### config.mk
export PLATFORM = sky130hd
export DESIGN_NAME = slope_direction_point_classifier
export DESIGN_NICKNAME = d
export VERILOG_FILES = /design/src/hw/rtl/slpc_pkg.sv /design/src/hw/rtl/slope_direction_point_classifier.sv
export SDC_FILE = /design/constraint.sdc
export NUM_CORES = 2
export LEC_CHECK = 0
export ABC_CLOCK_PERIOD_IN_PS = 10250
export BUFFER_PORTS_ARGS = -buffer_cell sky130_fd_sc_hd__buf_2
export CORE_MARGIN = 1.5
export CORE_UTILIZATION = 40
export CTS_CLUSTER_SIZE = 20
export DETAILED_ROUTE_END_ITERATION = 7
export PLACE_DENSITY = 0.54
export SLEW_MARGIN = 20
export SYNTH_ARGS = -nofsm -noshare
export SYNTH_HDL_FRONTEND = slang
export SYNTH_SLANG_ARGS = --single-unit
### constraint.sdc
create_clock -name clock -period 10.25 [get_ports clock]
set_input_delay 0.5125 -clock clock [delete_from_list [all_inputs] [get_ports clock]]
set_output_delay 0.5125 -clock clock [all_outputs]
set_load 0.005 [all_outputs]
### src/hw/rtl/slpc_pkg.sv
// Package for the slope and direction point classifier.
// Holds shared widths, register indexes, the sequencer state type and the angle table.
// No dependencies.
package slpc_pkg;

   localparam int DEF_MAX_CENTERS = 8;
   localparam int DEF_COORD_BITS  = 12;
   localparam int DEF_FRAC_BITS   = 12;

   localparam int VAL_W       = 26;
   localparam int IDX_OUT_W   = 3;
   localparam int CSR_IDX_W   = 2;
   localparam int CORDIC_N    = 24;
   localparam int ANG_SCALE   = 24;
   localparam int VEC_SHIFT   = 20;
   localparam int Z_W         = 33;
   localparam int STEP_W      = 6;
   localparam int THRESHOLD   = 10;

   localparam logic [CSR_IDX_W-1:0] CSR_MODE     = 2'd0;
   localparam logic [CSR_IDX_W-1:0] CSR_COUNT    = 2'd1;
   localparam logic [CSR_IDX_W-1:0] CSR_INIT_REF = 2'd2;

   localparam logic ACT_LOAD     = 1'b0;
   localparam logic ACT_CLASSIFY = 1'b1;
   localparam logic MODE_SLOPE   = 1'b0;
   localparam logic MODE_ANGLE   = 1'b1;

   typedef enum logic [2:0] {
      ST_IDLE,
      ST_FETCH,
      ST_SETUP,
      ST_ITER,
      ST_MEAS,
      ST_DIFF,
      ST_CMP,
      ST_DONE
   } state_type;

   function automatic logic signed [Z_W-1:0] atan_deg(input logic [STEP_W-1:0] i);
      logic signed [Z_W-1:0] v;
      case (i)
         6'd0:  v = 33'sd754974720;
         6'd1:  v = 33'sd445687602;
         6'd2:  v = 33'sd235489088;
         6'd3:  v = 33'sd119537938;
         6'd4:  v = 33'sd60000934;
         6'd5:  v = 33'sd30029717;
         6'd6:  v = 33'sd15018523;
         6'd7:  v = 33'sd7509720;
         6'd8:  v = 33'sd3754917;
         6'd9:  v = 33'sd1877466;
         6'd10: v = 33'sd938734;
         6'd11: v = 33'sd469367;
         6'd12: v = 33'sd234684;
         6'd13: v = 33'sd117342;
         6'd14: v = 33'sd58671;
         6'd15: v = 33'sd29335;
         6'd16: v = 33'sd14668;
         6'd17: v = 33'sd7334;
         6'd18: v = 33'sd3667;
         6'd19: v = 33'sd1833;
         6'd20: v = 33'sd917;
         6'd21: v = 33'sd458;
         6'd22: v = 33'sd229;
         6'd23: v = 33'sd115;
         default: v = '0;
      endcase
      return v;
   endfunction

endpackage

### src/hw/rtl/slope_direction_point_classifier.sv
// Slope and direction point classifier: center table, shared CORDIC or divider unit, sequencer.
// Depends on slpc_pkg.
// The sequencer visits the active centers in turn: ST_FETCH, ST_SETUP, the shared unit in
// ST_ITER and ST_MEAS, then ST_DIFF and ST_CMP. The unit runs 24 CORDIC steps in angle mode,
// COORD_BITS + FRAC_BITS divider steps in slope mode. A center with dx or dy of zero skips the
// unit, and a slope scan ends at ST_SETUP of a center with dx of zero. req_tready returns with
// the response; loads are taken in ST_IDLE. A stalled response holds the block in ST_DONE.
// Synchronous active-high reset clears the sequencer, mode and references and sets count to one.
module slope_direction_point_classifier #(
   parameter int MAX_CENTERS = slpc_pkg::DEF_MAX_CENTERS,
   parameter int COORD_BITS  = slpc_pkg::DEF_COORD_BITS,
   parameter int FRAC_BITS   = slpc_pkg::DEF_FRAC_BITS,
   localparam int REQ_DATA_W = ((3 + 2 * COORD_BITS + 7) / 8) * 8
) (
   input  logic                            clock,
   input  logic                            reset,
   input  logic                            req_tvalid,
   output logic                            req_tready,
   // center_index, coord_x, coord_y, zero fill
   input  logic [REQ_DATA_W-1:0]           req_tdata,
   // action, start_of_set
   input  logic [1:0]                      req_tuser,
   output logic                            rsp_tvalid,
   input  logic                            rsp_tready,
   // cluster, measure, zero fill
   output logic [31:0]                     rsp_tdata,
   // matched
   output logic                            rsp_tuser,
   input  logic                            csr_valid,
   output logic                            csr_ready,
   input  logic [slpc_pkg::CSR_IDX_W-1:0]  csr_index,
   input  logic [slpc_pkg::VAL_W-1:0]      csr_data
);
   import slpc_pkg::*;

   localparam int IW    = (MAX_CENTERS > 1) ? $clog2(MAX_CENTERS) : 1;
   localparam int KW    = $clog2(MAX_CENTERS + 1);
   localparam int Q_W   = COORD_BITS + FRAC_BITS;
   localparam int CW    = COORD_BITS + 23;
   localparam int AD_W  = FRAC_BITS + 4;
   localparam int SQ_W  = 2 * AD_W;
   localparam int RND_SH = ANG_SCALE - FRAC_BITS;
   localparam logic [SQ_W-1:0] THR = SQ_W'(THRESHOLD) << (2 * FRAC_BITS);
   localparam logic signed [Z_W-1:0] Z_LIM = Z_W'(90) << ANG_SCALE;
   localparam logic signed [VAL_W-1:0] ANG_90  = VAL_W'(90) << FRAC_BITS;
   localparam logic signed [VAL_W-1:0] ANG_180 = VAL_W'(180) << FRAC_BITS;
   localparam logic [63:0] VMAX = 64'((64'd1 << (VAL_W - 1)) - 64'd1);

   state_type state_ff, state_in;

   logic [COORD_BITS-1:0] tab_x_mem [MAX_CENTERS];
   logic [COORD_BITS-1:0] tab_y_mem [MAX_CENTERS];

   logic                     mode_ff, mode_in;
   logic [3:0]               count_ff, count_in;
   logic signed [VAL_W-1:0]  init_ref_ff, init_ref_in;
   logic signed [VAL_W-1:0]  ref_ff, ref_in;
   logic [COORD_BITS-1:0]    px_ff, px_in, py_ff, py_in;
   logic [COORD_BITS-1:0]    rd_x_ff, rd_y_ff;
   logic [KW-1:0]            k_ff, k_in, n_ff, n_in;
   logic                     found_ff, found_in;
   logic [KW-1:0]            best_k_ff, best_k_in;
   logic signed [VAL_W-1:0]  best_ff, best_in;
   logic [VAL_W:0]           best_ad_ff, best_ad_in;
   logic signed [CW-1:0]     cx_ff, cx_in, cy_ff, cy_in;
   logic signed [Z_W-1:0]    z_ff, z_in;
   logic [COORD_BITS-1:0]    rem_ff, rem_in, ax_ff, ax_in;
   logic [Q_W-1:0]           num_ff, num_in;
   logic [STEP_W-1:0]        step_ff, step_in;
   logic                     neg_ff, neg_in;
   logic signed [VAL_W-1:0]  meas_ff, meas_in;
   logic [VAL_W:0]           ad_ff, ad_in;
   logic                     rsp_valid_ff, rsp_valid_in;
   logic [IDX_OUT_W-1:0]     rsp_cluster_ff, rsp_cluster_in;
   logic                     rsp_matched_ff, rsp_matched_in;
   logic signed [VAL_W-1:0]  rsp_meas_ff, rsp_meas_in;

   logic req_fire, load_req, skip_dx, dx_zero, dy_zero, last_step, out_free;
   logic signed [COORD_BITS:0] dx, dy;
   logic [COORD_BITS:0] trial;
   logic signed [CW-1:0] xs, ys;
   logic signed [Z_W-1:0] zc;
   logic signed [VAL_W-1:0] ang;
   logic [63:0] q64;
   logic signed [VAL_W:0] diff, rsum;
   logic [SQ_W-1:0] sq;
   logic [7:0] n_lim;
   logic hit;

   assign req_tready = (state_ff == ST_IDLE);
   assign csr_ready  = 1'b1;
   assign req_fire   = req_tvalid && req_tready;
   assign load_req   = (req_tuser[0] == ACT_LOAD);
   assign out_free   = !rsp_valid_ff || rsp_tready;
   assign rsp_tvalid = rsp_valid_ff;
   assign rsp_tuser  = rsp_matched_ff;
   assign rsp_tdata  = 32'({rsp_meas_ff, rsp_cluster_ff});

   assign n_lim   = (8'(count_ff) > 8'(MAX_CENTERS)) ? 8'(MAX_CENTERS) : 8'(count_ff);
   assign dx      = $signed({1'b0, rd_x_ff}) - $signed({1'b0, px_ff});
   assign dy      = $signed({1'b0, rd_y_ff}) - $signed({1'b0, py_ff});
   assign dx_zero = (dx == '0);
   assign dy_zero = (dy == '0);
   assign skip_dx = dx_zero && (mode_ff == MODE_SLOPE);
   assign last_step = (mode_ff == MODE_SLOPE) ? (step_ff == STEP_W'(Q_W - 1))
                                               : (step_ff == STEP_W'(CORDIC_N - 1));

   always_ff @(posedge clock) begin
      if (req_fire && load_req && (32'(req_tdata[2:0]) < 32'(MAX_CENTERS))) begin
         tab_x_mem[IW'(req_tdata[2:0])] <= req_tdata[3 +: COORD_BITS];
         tab_y_mem[IW'(req_tdata[2:0])] <= req_tdata[3 + COORD_BITS +: COORD_BITS];
      end
      rd_x_ff <= tab_x_mem[k_ff[IW-1:0]];
      rd_y_ff <= tab_y_mem[k_ff[IW-1:0]];
   end

   always_comb begin
      state_in = state_ff;
      case (state_ff)
         ST_IDLE: begin
            if (req_fire && !load_req) begin
               state_in = (n_lim == 8'd0) ? ST_DONE : ST_FETCH;
            end
         end
         ST_FETCH: state_in = ST_SETUP;
         ST_SETUP: begin
            if (skip_dx) begin
               state_in = ST_DONE;
            end else if (dx_zero || dy_zero) begin
               state_in = ST_DIFF;
            end else begin
               state_in = ST_ITER;
            end
         end
         ST_ITER:  state_in = last_step ? ST_MEAS : ST_ITER;
         ST_MEAS:  state_in = ST_DIFF;
         ST_DIFF:  state_in = ST_CMP;
         ST_CMP:   state_in = (k_ff + KW'(1) == n_ff) ? ST_DONE : ST_FETCH;
         ST_DONE:  state_in = out_free ? ST_IDLE : ST_DONE;
         default:  state_in = ST_IDLE;
      endcase
   end

   always_comb begin
      mode_in = mode_ff;
      count_in = count_ff;
      init_ref_in = init_ref_ff;
      ref_in = ref_ff;
      px_in = px_ff;
      py_in = py_ff;
      k_in = k_ff;
      n_in = n_ff;
      found_in = found_ff;
      best_k_in = best_k_ff;
      best_in = best_ff;
      best_ad_in = best_ad_ff;
      cx_in = cx_ff;
      cy_in = cy_ff;
      z_in = z_ff;
      rem_in = rem_ff;
      ax_in = ax_ff;
      num_in = num_ff;
      step_in = step_ff;
      neg_in = neg_ff;
      meas_in = meas_ff;
      ad_in = ad_ff;
      rsp_valid_in = rsp_valid_ff && !rsp_tready;
      rsp_cluster_in = rsp_cluster_ff;
      rsp_matched_in = rsp_matched_ff;
      rsp_meas_in = rsp_meas_ff;

      xs = cx_ff >>> step_ff;
      ys = cy_ff >>> step_ff;
      trial = {rem_ff, num_ff[Q_W-1]};
      zc = (z_ff < 0) ? '0 : ((z_ff > Z_LIM) ? Z_LIM : z_ff);
      ang = VAL_W'((zc + (Z_W'(1) <<< (RND_SH - 1))) >>> RND_SH);
      q64 = 64'(num_ff);
      diff = $signed({meas_ff[VAL_W-1], meas_ff}) - $signed({ref_ff[VAL_W-1], ref_ff});
      sq = ad_ff[AD_W-1:0] * ad_ff[AD_W-1:0];
      hit = (ad_ff < (VAL_W+1)'(1 << AD_W)) && (sq < THR) && (!found_ff || ad_ff < best_ad_ff);
      rsum = $signed({ref_ff[VAL_W-1], ref_ff}) + $signed({best_ff[VAL_W-1], best_ff});

      if (csr_valid) begin
         case (csr_index)
            CSR_MODE:     mode_in = csr_data[0];
            CSR_COUNT:    count_in = csr_data[3:0];
            CSR_INIT_REF: init_ref_in = csr_data;
            default: ;
         endcase
      end

      case (state_ff)
         ST_IDLE: begin
            if (req_fire && !load_req) begin
               px_in = req_tdata[3 +: COORD_BITS];
               py_in = req_tdata[3 + COORD_BITS +: COORD_BITS];
               if (req_tuser[1]) begin
                  ref_in = init_ref_ff;
               end
               k_in = '0;
               n_in = KW'(n_lim);
               found_in = 1'b0;
               best_k_in = '0;
               best_in = '0;
               best_ad_in = '0;
            end
         end
         ST_SETUP: begin
            neg_in = dx[COORD_BITS] ^ dy[COORD_BITS];
            step_in = '0;
            z_in = '0;
            rem_in = '0;
            ax_in = COORD_BITS'(dx[COORD_BITS] ? -dx : dx);
            num_in = Q_W'($unsigned(COORD_BITS'(dy[COORD_BITS] ? -dy : dy))) << FRAC_BITS;
            cx_in = CW'($unsigned(COORD_BITS'(dx[COORD_BITS] ? -dx : dx))) << VEC_SHIFT;
            cy_in = CW'($unsigned(COORD_BITS'(dy[COORD_BITS] ? -dy : dy))) << VEC_SHIFT;
            if (dx_zero) begin
               meas_in = ANG_90;
            end else if (dy_zero) begin
               meas_in = '0;
            end
         end
         ST_ITER: begin
            step_in = step_ff + STEP_W'(1);
            if (mode_ff == MODE_SLOPE) begin
               if (trial >= {1'b0, ax_ff}) begin
                  rem_in = COORD_BITS'(trial - {1'b0, ax_ff});
               end else begin
                  rem_in = COORD_BITS'(trial);
               end
               num_in = {num_ff[Q_W-2:0], trial >= {1'b0, ax_ff}};
            end else if (cy_ff >= 0) begin
               cx_in = cx_ff + ys;
               cy_in = cy_ff - xs;
               z_in = z_ff + atan_deg(step_ff);
            end else begin
               cx_in = cx_ff - ys;
               cy_in = cy_ff + xs;
               z_in = z_ff - atan_deg(step_ff);
            end
         end
         ST_MEAS: begin
            if (mode_ff == MODE_SLOPE) begin
               if (!neg_ff) begin
                  meas_in = (q64 > VMAX) ? VAL_W'(VMAX) : VAL_W'(q64);
               end else begin
                  meas_in = (q64 > VMAX + 64'd1) ? VAL_W'(VMAX + 64'd1) : VAL_W'(-q64);
               end
            end else begin
               meas_in = neg_ff ? ANG_180 - ang : ang;
            end
         end
         ST_DIFF: begin
            ad_in = (VAL_W+1)'(diff[VAL_W] ? -diff : diff);
         end
         ST_CMP: begin
            if (hit) begin
               found_in = 1'b1;
               best_ad_in = ad_ff;
               best_k_in = k_ff;
               best_in = meas_ff;
            end
            k_in = k_ff + KW'(1);
         end
         ST_DONE: begin
            if (out_free) begin
               rsp_valid_in = 1'b1;
               rsp_matched_in = found_ff;
               rsp_cluster_in = found_ff ? IDX_OUT_W'(best_k_ff) : '0;
               rsp_meas_in = found_ff ? best_ff : '0;
               if (found_ff && mode_ff == MODE_SLOPE) begin
                  ref_in = VAL_W'((rsum + $signed((VAL_W+1)'(rsum[VAL_W] & rsum[0]))) >>> 1);
               end
            end
         end
         default: ;
      endcase
   end

   always_ff @(posedge clock) begin
      if (reset) begin
         state_ff <= ST_IDLE;
         mode_ff <= 1'b0;
         count_ff <= 4'd1;
         init_ref_ff <= '0;
         ref_ff <= '0;
         rsp_valid_ff <= 1'b0;
         found_ff <= 1'b0;
         k_ff <= '0;
         n_ff <= '0;
         step_ff <= '0;
      end else begin
         state_ff <= state_in;
         mode_ff <= mode_in;
         count_ff <= count_in;
         init_ref_ff <= init_ref_in;
         ref_ff <= ref_in;
         rsp_valid_ff <= rsp_valid_in;
         found_ff <= found_in;
         k_ff <= k_in;
         n_ff <= n_in;
         step_ff <= step_in;
      end
   end

   always_ff @(posedge clock) begin
      px_ff <= px_in;
      py_ff <= py_in;
      best_k_ff <= best_k_in;
      best_ff <= best_in;
      best_ad_ff <= best_ad_in;
      cx_ff <= cx_in;
      cy_ff <= cy_in;
      z_ff <= z_in;
      rem_ff <= rem_in;
      ax_ff <= ax_in;
      num_ff <= num_in;
      neg_ff <= neg_in;
      meas_ff <= meas_in;
      ad_ff <= ad_in;
      rsp_cluster_ff <= rsp_cluster_in;
      rsp_matched_ff <= rsp_matched_in;
      rsp_meas_ff <= rsp_meas_in;
   end

   a_busy_after_classify: assert property (@(posedge clock) disable iff (reset)
      req_fire && !load_req |=> !req_tready)
      else $error("Block ready right after taking a classify request.");

   a_reject_zero: assert property (@(posedge clock) disable iff (reset)
      rsp_valid_ff && !rsp_matched_ff |-> rsp_tdata == '0)
      else $error("Rejected point carries a nonzero result.");

   a_step_bound: assert property (@(posedge clock) disable iff (reset)
      state_ff == ST_ITER |-> step_ff < STEP_W'(Q_W > CORDIC_N ? Q_W : CORDIC_N))
      else $error("Shared unit ran past its step count.");

   a_scan_bound: assert property (@(posedge clock) disable iff (reset)
      state_ff == ST_FETCH |-> k_ff < n_ff)
      else $error("Center scan ran past the active count.");

endmodule

==> metrics <==
outcome=completed; CTS clk-pin slew, worst paths=0.06 ns; largest cells by area after synthesis=edfxtp_1 30%, ha_1 8.2%, fa_1 6.7%, mux4_2 6.5%, dfxtp_1 5.2%; Max Fanout on Critical Path=35; wire per inst=19.8 µm; post-synthesis cell type count=89; Die Y=358 µm; HP Class=in2reg; mapped cell area=50500 µm²; core area=125000 µm²; I/O Pins=103; Syn-to-layout area delta=9.32%; peak supply drop=0.160 mV; die area=128000 µm²; post-synthesis simple-gate area fraction=15.4%; gr usage total=21.1%; CP Launch Type=flop; initial antenna violation count=3; Slew @ Worst Pin=1.07 ns; adder-cell area share of the yosys netlist=15.0%; total number of vias=38400; Combinational Power Share=21.6%; setup violators final=0; htree depth=3; cell taking the most area after synthesis=edfxtp_1; Synth Area in Compound Gates=14.3%; period utilisation layout=82.5%; grt ovf=0; Final Max Tran Viols=0; initial core utilization=40.3%; TritonCTS Sinks=637; drt via density=5.61; CTS tree=built; dpl hpwl=99900 µm; Synth Instances=5125; vias in the first global route=38000; Clock Power Share=37.5%; cell row count=130; Seq pwr share=40.9%; Mean Syn Cell Area=9.85 µm²; Port Buf Inserts=93; first-pass GRT wire length=214000 µm; Clock Skew=0.0692 ns; Total Nets Final=5693; Psw=0.00220 W; post-synthesis sequential area ratio=35.3%; worst path required time=10.57 ns; FF+latch count, synth=637; RSZ-0062 raised after global routing=false; cts-stage hold buffer count=0; clk_lat worst skew=0.70 ns; critical path type=reg2reg; pre-CTS setup slack=1.68 ns; Ys Warns=0; Clock Tree Root=clkbuf_16; gpl congestion=0.899; DRT Wirelength=135000 µm; Hold Vio Cnt, Final=0; largest net degree at the start of global routing=80; Cell Int Power=0.00514 W; FMAX=118 MHz; largest family of logic cells by synthesized area=simple AND/OR/NAND/NOR gates; xor and xnor area share after synthesis=5.86%; CP Data Arrival Time=8.78 ns; PD cells=133 nW/µm²; Setup crit end kind=flop; Max stage delay on crit path=0.90 ns; Max-Cap Viols=0; fin util=44.0%; die width=358 µm; Max clock buf depth=3; min Tclk post-route=8.46 ns; share of cells above drive strength 1=10.7%; mux cell area share after synthesis=9.19%; post-CTS setup buffers=0; CTS Buf Count=75; setup ws final=1.79 ns; switch share=30.0%; Slowest-stage cell, CP=edfxtp_1; iteration count of the initial detailed-routing pass=6; DRC violations left=0; slew margin rel.=28.3%; Yosys top cell area share=30.1%; number of synthesized flops with an enable pin=507; Antenna Nets Post-Route=0; Leakage=21.9 nW; setup TNS=0 ns; Initial DRC Count=2660; Main synth FF type=edfxtp_1; # resized after CTS=0; ys async rst share=0%
==> cell usage in the layout, fill, tap and decap left out, drive strengths merged, types with 164 or more instances in the layout <==
master	count
nor2	446
inv	420
nand2	414
edfxtp	507
a21oi	308
ha	333
o21ai	254
and2	164
fa	170
xnor2	207
==> kinds of logic after synthesis <==
logic type | Yosys count
fa+ha+maj | 503
other cells | 2
simple gates | 1595
xor+xnor | 338
compound gates | 1120
flops | 637
buf+inv | 655
mux | 275
==> per-layer routing <==
| metal | routed length, µm | vias to the layer above | global-route usage [%] |
|---|---|---|---|
| li1 | - | 18500 | - |
| met1 | 61300 | 18900 | 28.3 |
| met5 | 13 | - | 0 |
| met3 | 5820 | 183 | 2.74 |
| met2 | 65300 | 811 | 35.9 |
| met4 | 2920 | 2 | 5.14 |
==> power groups by stage <==
stage	Combinational (W)	Clock (W)	Sequential [W]
6_report	0.00159	0.00275	0.00300
5_1_grt	0.00178	0.00292	0.00301
4_1_cts	0.00159	0.00283	0.00300
3_5_place_dp	0.00158	0	0.00306
3_3_place_gp	0.00157	0	0.00306
2_1_floorplan	0.00118	0	0.00302
==> per-stage QoR <==
stage / cells / area, µm² / hold slack, ns / power, W
final: 6836 / 55200 / 0.0773 / 0.00734
after global routing: 6834 / 55200 / 0.0500 / 0.00771
after CTS: 6834 / 55200 / 0.0329 / 0.00743
after detailed placement: 6696 / 52600 / 0.448 / 0.00464
after global placement: 6696 / 52600 / 0.444 / 0.00462
after floorplan: 5127 / 50500 / 0.431 / 0.00420
==> synth_stat cells (15+ instances only) <==
cell type  number
a2111oi_0      15
a211oi_1       51
a21boi_0       16
a21o_1         90
a21oi_1       308
a31oi_1        37
and2_1        164
and3_1         49
buf_1          32
buf_2          16
clkbuf_1      180
dfxtp_1       130
edfxtp_1      507
fa_1          170
ha_1          333
inv_1         415
mux2_2         59
mux2i_1        71
mux4_2        145
nand2_1       413
nand2b_1       58
nand3_1        75
nand4_1        33
nor2_1        446
nor2b_1        55
nor3_1         99
nor3b_1        25
nor4_1         38
o211ai_1       33
o21a_1         60
o21ai_0       251
o21bai_1       34
o22ai_1        23
o31ai_1        46
or2_2          33
or3_1          52
xnor2_1       207
xor2_1        131
==> worst paths after layout <==
path              slack, ns  depth (start not counted)         endpoint    startpoint
setup / recovery       1.79                         26    best_ad_ff[3]      ad_ff[6]
hold / removal         0.08                          3  init_ref_ff[12]  csr_data[12]
setup reg to reg       1.79                         26    best_ad_ff[3]      ad_ff[6]
hold reg to reg        0.46                          2         found_ff      found_ff
==> flip-flops by register name, indices dropped and copies added, names as in the netlist, 6 cells and up, named ones only <==
name and cells:
meas_ff 26, num_ff 24, cx_ff 35, rem_ff 12, rd_x_ff 12, px_ff 12, best_ad_ff 27, ad_ff 27
ax_ff 12, py_ff 12, init_ref_ff 26, rd_y_ff 12, best_ff 26, step_ff 6, tab_y_mem 96, cy_ff 35
rsp_meas_ff 26, z_ff 33, ref_ff 26, tab_x_mem 96
==> area by class of cell <==
type	instances	area (µm²)
Clock buffer	106	2150
Clock inverter	32	418
Tap cell	1650	2060
Antenna cell	2	5.00
Inverter	419	1570
Fill cell	12100	70200
Multi-Input combinational cell	3835	30200
Timing Repair Buffer	155	931
Sequential cell	637	17800
==> worst max-delay path: cells and delay by family (launching register included) <==
kind	cells	cell delay [ns]
adder cells (fa/ha/maj)	7	3.24
AO/OA/AOI/OAI	9	2.03
AND/OR/NAND/NOR	2	1.00
flip-flops	1	0.90
buffers and inverters	7	0.76
multiplexers	1	0.13
Note: power is estimated with default switching activity, not from simulation.
